--- src/rtl/core/smi_pkg.sv ---
// smi_pkg: shared types and constants for the sorted multiset store
// used by smi_req_if, smi_rsp_if, smi_cell and sorted_multiset_insert_delete_top
package smi_pkg;

   localparam int CAPACITY = 16;
   localparam int COUNT_W  = $clog2(CAPACITY + 1);
   localparam int VALUE_W  = 32;
   localparam int STATUS_W = 2;
   localparam int RSP_COUNT_W = 5;

   typedef enum logic [0:0] {
      OP_INSERT = 1'b0,
      OP_DELETE = 1'b1
   } op_type;

   typedef enum logic [STATUS_W-1:0] {
      ST_INSERTED  = 2'd0,
      ST_DELETED   = 2'd1,
      ST_NOT_FOUND = 2'd2,
      ST_FULL      = 2'd3
   } status_type;

   // operation broadcast to every cell
   typedef struct packed {
      logic                       enable;
      op_type                     op;
      logic                       full;
      logic signed [VALUE_W-1:0]  value;
   } cell_cmd_type;

endpackage

--- src/rtl/core/smi_req_if.sv ---
// smi_req_if: request channel of the sorted multiset store
// depends on smi_pkg
interface smi_req_if;
   logic                               valid;
   logic                               ready;
   logic                               opcode;
   logic signed [smi_pkg::VALUE_W-1:0] value;

   modport source (output valid, output opcode, output value, input ready);
   modport sink   (input valid, input opcode, input value, output ready);
endinterface

--- src/rtl/core/smi_rsp_if.sv ---
// smi_rsp_if: response channel of the sorted multiset store
// depends on smi_pkg
interface smi_rsp_if;
   logic                                   valid;
   logic                                   ready;
   logic [smi_pkg::STATUS_W-1:0]           status;
   logic [smi_pkg::RSP_COUNT_W-1:0]        count;
   logic                                   head_valid;
   logic signed [smi_pkg::VALUE_W-1:0]     head_value;

   modport source (output valid, output status, output count, output head_valid,
                   output head_value, input ready);
   modport sink   (input valid, input status, input count, input head_valid,
                   input head_value, output ready);
endinterface

--- src/rtl/core/sorted_multiset_insert_delete_top.sv ---
// sorted_multiset_insert_delete_top: sorted multiset store built as a row of cells
// depends on smi_pkg, smi_req_if, smi_rsp_if and smi_cell
//
// Keeps up to CAPACITY signed values in ascending order, duplicates allowed.
// Every cell compares its entry with the request value in the same cycle, so
// a request is taken on an edge where valid and ready are both high, its
// response is registered on that same edge, and a new request is taken every
// cycle as long as the response is being consumed. The compare in each cell
// plus the match OR across the row sets the cycle time. Insert into a full
// store returns full and changes nothing; delete of an absent value returns
// not found. No clearing pass is needed after reset.
module sorted_multiset_insert_delete_top (
   input  logic       clock,
   input  logic       reset,
   smi_req_if.sink    req_if,
   smi_rsp_if.source  rsp_if
);

   localparam int N = smi_pkg::CAPACITY;

   logic [smi_pkg::COUNT_W-1:0]        count_ff, count_in;
   logic                               rsp_valid_ff, rsp_valid_in;
   smi_pkg::status_type                status_ff, status_in;
   logic                               head_valid_ff, head_valid_in;
   logic signed [smi_pkg::VALUE_W-1:0] head_value_ff, head_value_in;

   logic                               accept;
   logic                               full;
   logic                               found;
   smi_pkg::cell_cmd_type              cmd;

   logic [N-1:0]                       ge;
   logic [N-1:0]                       match;
   logic signed [smi_pkg::VALUE_W-1:0] cell_value [N];
   logic signed [smi_pkg::VALUE_W-1:0] cell_next  [N];

   assign req_if.ready = !rsp_valid_ff || rsp_if.ready;
   assign accept       = req_if.valid && req_if.ready;
   assign full         = (count_ff == smi_pkg::COUNT_W'(N));
   assign found        = |match;

   assign cmd.enable = accept;
   assign cmd.op     = smi_pkg::op_type'(req_if.opcode);
   assign cmd.full   = full;
   assign cmd.value  = req_if.value;

   for (genvar i = 0; i < N; i++) begin : g_cell
      logic                               left_ge;
      logic signed [smi_pkg::VALUE_W-1:0] left_value;
      logic signed [smi_pkg::VALUE_W-1:0] right_value;

      if (i == 0) begin : g_first
         assign left_ge    = 1'b0;
         assign left_value = cell_value[i];
      end else begin : g_inner
         assign left_ge    = ge[i-1];
         assign left_value = cell_value[i-1];
      end

      if (i == N - 1) begin : g_last
         assign right_value = cell_value[i];
      end else begin : g_body
         assign right_value = cell_value[i+1];
      end

      smi_cell u_cell (
         .clock       (clock),
         .cmd         (cmd),
         .occupied    (smi_pkg::COUNT_W'(i) < count_ff),
         .is_tail     (smi_pkg::COUNT_W'(i) == count_ff),
         .found       (found),
         .left_ge     (left_ge),
         .left_value  (left_value),
         .right_value (right_value),
         .ge          (ge[i]),
         .match       (match[i]),
         .value_ff    (cell_value[i]),
         .value_in    (cell_next[i])
      );
   end

   always_comb begin
      count_in  = count_ff;
      status_in = status_ff;
      case (cmd.op)
         smi_pkg::OP_INSERT: begin
            if (full) begin
               status_in = smi_pkg::ST_FULL;
            end else begin
               status_in = smi_pkg::ST_INSERTED;
               count_in  = count_ff + smi_pkg::COUNT_W'(1);
            end
         end
         smi_pkg::OP_DELETE: begin
            if (found) begin
               status_in = smi_pkg::ST_DELETED;
               count_in  = count_ff - smi_pkg::COUNT_W'(1);
            end else begin
               status_in = smi_pkg::ST_NOT_FOUND;
            end
         end
         default: status_in = status_ff;
      endcase
      if (!accept) begin
         count_in  = count_ff;
         status_in = status_ff;
      end
   end

   assign head_valid_in = accept ? (count_in != '0) : head_valid_ff;
   assign head_value_in = accept ? ((count_in != '0) ? cell_next[0] : '0) : head_value_ff;
   assign rsp_valid_in  = accept || (rsp_valid_ff && !rsp_if.ready);

   always_ff @(posedge clock) begin
      if (reset) begin
         count_ff     <= '0;
         rsp_valid_ff <= 1'b0;
      end else begin
         count_ff     <= count_in;
         rsp_valid_ff <= rsp_valid_in;
      end
      status_ff     <= status_in;
      head_valid_ff <= head_valid_in;
      head_value_ff <= head_value_in;
   end

   assign rsp_if.valid      = rsp_valid_ff;
   assign rsp_if.status     = status_ff;
   assign rsp_if.count      = smi_pkg::RSP_COUNT_W'(count_ff);
   assign rsp_if.head_valid = head_valid_ff;
   assign rsp_if.head_value = head_value_ff;

   a_count_bound: assert property (@(posedge clock) disable iff (reset)
      count_ff <= smi_pkg::COUNT_W'(N))
      else $error("entry count above capacity");

   a_insert_grows: assert property (@(posedge clock) disable iff (reset)
      accept && cmd.op == smi_pkg::OP_INSERT && !full
      |=> count_ff == $past(count_ff) + smi_pkg::COUNT_W'(1) && status_ff == smi_pkg::ST_INSERTED)
      else $error("insert did not add an entry");

   a_full_status: assert property (@(posedge clock) disable iff (reset)
      rsp_valid_ff && status_ff == smi_pkg::ST_FULL |-> count_ff == smi_pkg::COUNT_W'(N))
      else $error("full status with free entries");

   a_head_matches_count: assert property (@(posedge clock) disable iff (reset)
      rsp_valid_ff |-> head_valid_ff == (count_ff != '0))
      else $error("head valid disagrees with count");

   a_stall_holds: assert property (@(posedge clock) disable iff (reset)
      rsp_valid_ff && !rsp_if.ready |=> $stable(count_ff) && rsp_valid_ff)
      else $error("state changed while response stalled");

   a_sorted_head: assert property (@(posedge clock) disable iff (reset)
      count_ff > smi_pkg::COUNT_W'(1) |-> cell_value[0] <= cell_value[1])
      else $error("first two entries out of order");

endmodule

--- src/rtl/core/smi_cell.sv ---
// smi_cell: one entry of the sorted row, compares against the broadcast value
// and shifts toward either neighbor; depends on smi_pkg
module smi_cell (
   input  logic                               clock,
   input  smi_pkg::cell_cmd_type              cmd,
   input  logic                               occupied,
   input  logic                               is_tail,
   input  logic                               found,
   input  logic                               left_ge,
   input  logic signed [smi_pkg::VALUE_W-1:0] left_value,
   input  logic signed [smi_pkg::VALUE_W-1:0] right_value,
   output logic                               ge,
   output logic                               match,
   output logic signed [smi_pkg::VALUE_W-1:0] value_ff,
   output logic signed [smi_pkg::VALUE_W-1:0] value_in
);

   assign ge    = occupied && (value_ff >= cmd.value);
   assign match = occupied && (value_ff == cmd.value);

   always_comb begin
      value_in = value_ff;
      if (cmd.enable) begin
         case (cmd.op)
            smi_pkg::OP_INSERT: begin
               if (!cmd.full) begin
                  if (left_ge) begin
                     value_in = left_value;
                  end else if (ge || is_tail) begin
                     value_in = cmd.value;
                  end
               end
            end
            smi_pkg::OP_DELETE: begin
               if (found && ge) begin
                  value_in = right_value;
               end
            end
            default: value_in = value_ff;
         endcase
      end
   end

   always_ff @(posedge clock) begin
      value_ff <= value_in;
   end

endmodule

--- src/flat_wrapper.sv ---
// flat-port wrapper written by rule: the top's interface ports become plain ports
module sorted_multiset_insert_delete_top_flat 
  (clock, reset, req_if_valid, req_if_opcode, req_if_value, req_if_ready, rsp_if_valid, rsp_if_status, rsp_if_count, rsp_if_head_valid, rsp_if_head_value, rsp_if_ready);
  smi_req_if req_if_i ();
  smi_rsp_if rsp_if_i ();
  input  logic clock;
  input  logic reset;
  input wire logic [$bits(req_if_i.valid)-1:0] req_if_valid;
  input wire logic [$bits(req_if_i.opcode)-1:0] req_if_opcode;
  input wire logic [$bits(req_if_i.value)-1:0] req_if_value;
  output wire logic [$bits(req_if_i.ready)-1:0] req_if_ready;
  output wire logic [$bits(rsp_if_i.valid)-1:0] rsp_if_valid;
  output wire logic [$bits(rsp_if_i.status)-1:0] rsp_if_status;
  output wire logic [$bits(rsp_if_i.count)-1:0] rsp_if_count;
  output wire logic [$bits(rsp_if_i.head_valid)-1:0] rsp_if_head_valid;
  output wire logic [$bits(rsp_if_i.head_value)-1:0] rsp_if_head_value;
  input wire logic [$bits(rsp_if_i.ready)-1:0] rsp_if_ready;
  assign req_if_i.valid = req_if_valid;
  assign req_if_i.opcode = req_if_opcode;
  assign req_if_i.value = req_if_value;
  assign req_if_ready = req_if_i.ready;
  assign rsp_if_valid = rsp_if_i.valid;
  assign rsp_if_status = rsp_if_i.status;
  assign rsp_if_count = rsp_if_i.count;
  assign rsp_if_head_valid = rsp_if_i.head_valid;
  assign rsp_if_head_value = rsp_if_i.head_value;
  assign rsp_if_i.ready = rsp_if_ready;
  sorted_multiset_insert_delete_top u_core (.clock(clock), .reset(reset), .req_if(req_if_i), .rsp_if(rsp_if_i));
endmodule
--- config.mk ---
export PLATFORM = sky130hd
export DESIGN_NAME = sorted_multiset_insert_delete_top_flat
export DESIGN_NICKNAME = d
export VERILOG_FILES = /design/src/rtl/core/smi_pkg.sv /design/src/rtl/core/smi_req_if.sv /design/src/rtl/core/smi_rsp_if.sv /design/src/rtl/core/sorted_multiset_insert_delete_top.sv /design/src/rtl/core/smi_cell.sv /design/src/flat_wrapper.sv
export SDC_FILE = /design/constraint.sdc
export NUM_CORES = 2
export LEC_CHECK = 0
export ABC_AREA = 1
export BUFFER_PORTS_ARGS = -buffer_cell sky130_fd_sc_hd__buf_2
export CAP_MARGIN = 25
export CORE_ASPECT_RATIO = 0.7
export CORE_UTILIZATION = 55
export CTS_CLUSTER_SIZE = 20
export DETAILED_ROUTE_END_ITERATION = 10
export HOLD_SLACK_MARGIN = 0.12
export PLACE_DENSITY = 0.71
export SLEW_MARGIN = 10
export SYNTH_ARGS = -nofsm -noshare
export SYNTH_HDL_FRONTEND = slang
export SYNTH_SLANG_ARGS = --single-unit
--- constraint.sdc ---
create_clock -name clock -period 7 [get_ports clock]
set_input_delay 1.4 -clock clock [delete_from_list [all_inputs] [get_ports clock]]
set_output_delay 1.4 -clock clock [all_outputs]
set_load 0.02 [all_outputs]
==> impl_metrics.sql <==
INSERT INTO impl_metrics (metric_group, metric, value, unit) VALUES
('status', 'run_status', 'finished, final reports clean', ''),
('clock_network', 'cts_root_buf', 'sky130_fd_sc_hd__clkbuf_16', ''),
('routing', 'vias_per_cell', '6.04', ''),
('placed_design', 'place.gp.congestion', '0.980', ''),
('placed_design', 'post_place_instance_area', '43400', 'um^2'),
('worst_setup_path', 'crit_path_max_incr_delay', '0.63', 'ns'),
('synthesis', 'post_synth_main_area_contributors', 'sky130_fd_sc_hd__edfxtp_1, sky130_fd_sc_hd__nand2_1, sky130_fd_sc_hd__ha_1', ''),
('synthesis', 'synthDominantCellAreaShare', '36.9', '%'),
('global_routing', 'grt_max_degree', '196', ''),
('global_routing', 'grt_first_pass_wirelength', '206000', 'um'),
('worst_setup_path', 'kind_of_cell_adding_the_most_delay_to_the_critical_path', 'buffers and inverters', ''),
('synthesis', 'most_common_cell_in_the_synthesized_netlist', 'sky130_fd_sc_hd__nand2_1', ''),
('sta', 'tightestPinTransition', '1.02', 'ns'),
('clock_network', 'clock_tree.htree_level_count', '2', ''),
('global_routing', 'grt_antenna_before_repair', '3', ''),
('routing', 'detail_route.wl_per_cell', '20.6', 'um'),
('synthesis', 'post_synth_arst_share', '0', '%'),
('floorplan', 'row_count', '84', ''),
('global_routing', 'grtUsageTotal', '34.1', '%'),
('sta', 'rsz0062_at_grt', 'false', ''),
('floorplan', 'initial_standard_cell_utilization_of_the_core', '55.7', '%'),
('routing', 'drt_pass1_iterations', '7', ''),
('synthesis', 'seq_area_frac_synth', '38.7', '%'),
('clock_network', 'cts_num_sinks', '553', ''),
('synthesis', 'edff_count_synth', '515', ''),
('clock_network', 'total_cts_buffers', '58', ''),
('clock_network', 'hold_buffers', '0', ''),
('finish', 'flow.area_growth_from_synthesis', '8.44', '%'),
('synthesis', 'ys_seq_elements', '553', ''),
('finish', 'fin_nets', '6003', ''),
('routing', 'drt_iter0_drc', '5068', ''),
('worst_setup_path', 'cp-end-kind', 'register', ''),
('placed_design', 'io_buffer_count', '78', ''),
('flow_run', 'cap_violations', '0', ''),
('worst_setup_path', 'timing.critical_path.mode_cell', 'sky130_fd_sc_hd__nand2_1', ''),
('worst_setup_path', 'timing.critical_path.cells', 'buf_2, inv_1, buf_4, ha_1, nand2_1, o21ai_0, a21oi_1, o21ai_0, nand2_1, nand2_1, a21oi_1, nand2_1, nand2_1, inv_2, buf_12, a21oi_4, buf_4', ''),
('sta', 'skew', '0.0320', 'ns'),
('pwr', 'fin_total_pwr', '9.52', 'mW'),
('sta', 'finalCriticalPeriod', '5.17', 'ns'),
('worst_setup_path', 'crit_path_start_kind', 'input pin', ''),
('worst_setup_path', 'cp_data_arrival_time', '5.46', 'ns'),
('sta', 'achievable-frequency', '193', 'MHz'),
('synthesis', 'yosys.cell_types.count', '46', ''),
('sta', 'slew_viol_final', '0', ''),
('synthesis', 'syn-mean-instance-area', '7.63', 'um^2'),
('worst_setup_path', 'path_class', 'in2reg', ''),
('clock_network', 'ctsLongestPathBuffers', '3', ''),
('clock_network', 'tritoncts', 'done', ''),
('pwr', 'vdd_ir_drop_max', '191', 'uV'),
('synthesis', 'most_common_library_cells_after_synthesis', 'sky130_fd_sc_hd__nand2_1, sky130_fd_sc_hd__inv_1, sky130_fd_sc_hd__ha_1', ''),
('finish', 'n_fill_cell', '6806', ''),
('synthesis', 'postSynthNetCount', '6042', ''),
('finish', 'final_layout_size_suffix_gt1_share', '5.89', '%'),
('global_routing', 'overflow_left_after_global_routing', '0', ''),
('synthesis', 'yosys_warnings', '0', ''),
('routing', 'vias', '39200', ''),
('sta', 'post-route-period-util', '73.8', '%'),
('finish', 'finalInstanceArea', '45400', 'um^2'),
('hold_path', 'hp-class', 'reg2reg', ''),
('clock_network', 'post_cts.repair.setup_buffers', '0', ''),
('synthesis', 'post-synth-top-area-cell', 'sky130_fd_sc_hd__edfxtp_1', ''),
('clock_network', 'cts.clk_slew.worst_paths', '0.07', 'ns'),
('placed_design', 'detailed_place_hpwl', '96500', 'um'),
('worst_setup_path', 'worstPathRequired', '7.29', 'ns'),
('synthesis', 'synthesis.instances', '5488', ''),
('sta', 'final-setup-viol-count', '0', ''),
('clock_network', 'clock_latency_on_the_worst_skew_pair', '0.67', 'ns'),
('pwr', 'cellLeakagePower', '20.9', 'nW'),
('floorplan', 'core', '75300', 'um^2'),
('worst_setup_path', 'crit_path_top_delay_cell', 'sky130_fd_sc_hd__inv_1', ''),
('synthesis', 'yosys_most_used_dff', 'sky130_fd_sc_hd__edfxtp_1', '');
-- kinds of logic (layout without fill, tap and decap cells) --
logic type / after synthesis / count (layout) / share of synthesized area (%)
DFF: 553 / 553 / 38.7
AOI/OAI and AO/OA: 971 / 971 / 12.9
and+or+nand+nor: 2618 / 2618 / 25.2
adders and majority gates: 517 / 517 / 15.4
xor gates and xnor gates: 8 / 8 / 0.185
buffers and inverters: 821 / 832 / 7.49
-- worst paths after layout --
path / startpoint / cells past startpoint / end / slack, ns
max: req_if_value[2] / 17 / u_core.g_cell[4].u_cell.value_ff[26] / 1.83
min: u_core.rsp_if.valid / 2 / u_core.rsp_if.valid / 0.53
max reg2reg: u_core.rsp_if.count[1] / 16 / u_core.rsp_if.head_value[25] / 2.64
min reg2reg: u_core.rsp_if.valid / 2 / u_core.rsp_if.valid / 0.53
-- placed cells by master (no fill, tap or decap), types with 9 or more instances in the layout --
cell type                      n
sky130_fd_sc_hd__o211ai_1    145
sky130_fd_sc_hd__nand3_1     389
sky130_fd_sc_hd__a211oi_1     14
sky130_fd_sc_hd__dfxtp_1      38
sky130_fd_sc_hd__buf_2        78
sky130_fd_sc_hd__a21oi_1     307
sky130_fd_sc_hd__clkinv_2     15
sky130_fd_sc_hd__nor2_1      350
sky130_fd_sc_hd__nand2_2       9
sky130_fd_sc_hd__inv_2         9
sky130_fd_sc_hd__buf_4        91
sky130_fd_sc_hd__o21ai_0     399
sky130_fd_sc_hd__edfxtp_1    515
sky130_fd_sc_hd__clkbuf_1     16
sky130_fd_sc_hd__a21oi_4      14
sky130_fd_sc_hd__inv_1       527
sky130_fd_sc_hd__nand2_1    1793
sky130_fd_sc_hd__nand4_1      45
sky130_fd_sc_hd__clkbuf_16    59
sky130_fd_sc_hd__ha_1        517
sky130_fd_sc_hd__o22ai_1      65
-- final cells by class --
class	instances	area, um^2	area share [%]
inverters	541	2040	4.50
clock inverters	30	238	0.523
multi-input cells	4114	22700	50.0
well taps	989	1240	2.72
flip-flops and latches	553	16200	35.7
repair buffers	181	1340	2.95
clock buffers	80	1610	3.53
-- per-stage QoR --
| stage | cells | util [%] | hold WS [ns] | setup slack, ns |
|---|---|---|---|---|
| 2_1_floorplan | 5488 | - | 0.517 | 1.03 |
| 3_3_place_gp | 6371 | 57.7 | 0.496 | 1.24 |
| 3_5_place_dp | 6372 | 57.7 | 0.527 | 1.15 |
| 4_1_cts | 6482 | 60.2 | 0.535 | 1.86 |
| 5_1_grt | 6488 | 60.3 | 0.581 | 1.58 |
| 6_report | 6488 | 60.3 | 0.534 | 1.83 |
-- layer usage --
layer	up-vias	global-route usage, %	share of wire [%]	wire (um)
met1	18500	50.4	45	59600
met4	6	9.48	2.5	3350
li1	18500	-	-	-
met5	-	0	0.030	40
met2	2011	51.8	43	57400
met3	239	5.17	10	13500
-- worst register-to-register path, stage by stage (launching register included) --
cell	delay (ns)
sky130_fd_sc_hd__dfxtp_1	0.71
sky130_fd_sc_hd__inv_1	0.28
sky130_fd_sc_hd__ha_1	0.31
sky130_fd_sc_hd__o21ai_4	0.14
sky130_fd_sc_hd__buf_4	0.44
sky130_fd_sc_hd__nand3_1	0.14
sky130_fd_sc_hd__nand2_1	0.09
sky130_fd_sc_hd__nor2_1	0.06
sky130_fd_sc_hd__nand2_1	0.14
sky130_fd_sc_hd__nor2_4	0.07
sky130_fd_sc_hd__nand2_4	0.11
sky130_fd_sc_hd__nand3_2	0.52
sky130_fd_sc_hd__xor2_2	0.37
sky130_fd_sc_hd__nand2_2	0.09
sky130_fd_sc_hd__nor2_4	0.11
sky130_fd_sc_hd__buf_4	0.37
sky130_fd_sc_hd__nor2_1	0.12
-- power breakdown --
| part | internal, mW | switching [mW] |
|---|---|---|
| logic | 0.712 | 1.61 |
| clock network | 1.68 | 1.47 |
| registers | 3.88 | 0.158 |
-- registers in the layout (all words and copies together) (netlist names) --
register / cells
u_core.rsp_if.head_value: 32
u_core.g_cell.u_cell.value_ff: 512
u_core.rsp_if.status: 2
u_core.rsp_if.valid: 1
u_core.rsp_if.count: 5
u_core.rsp_if.head_valid: 1
Note: power is estimated with default switching activity, not from simulation.
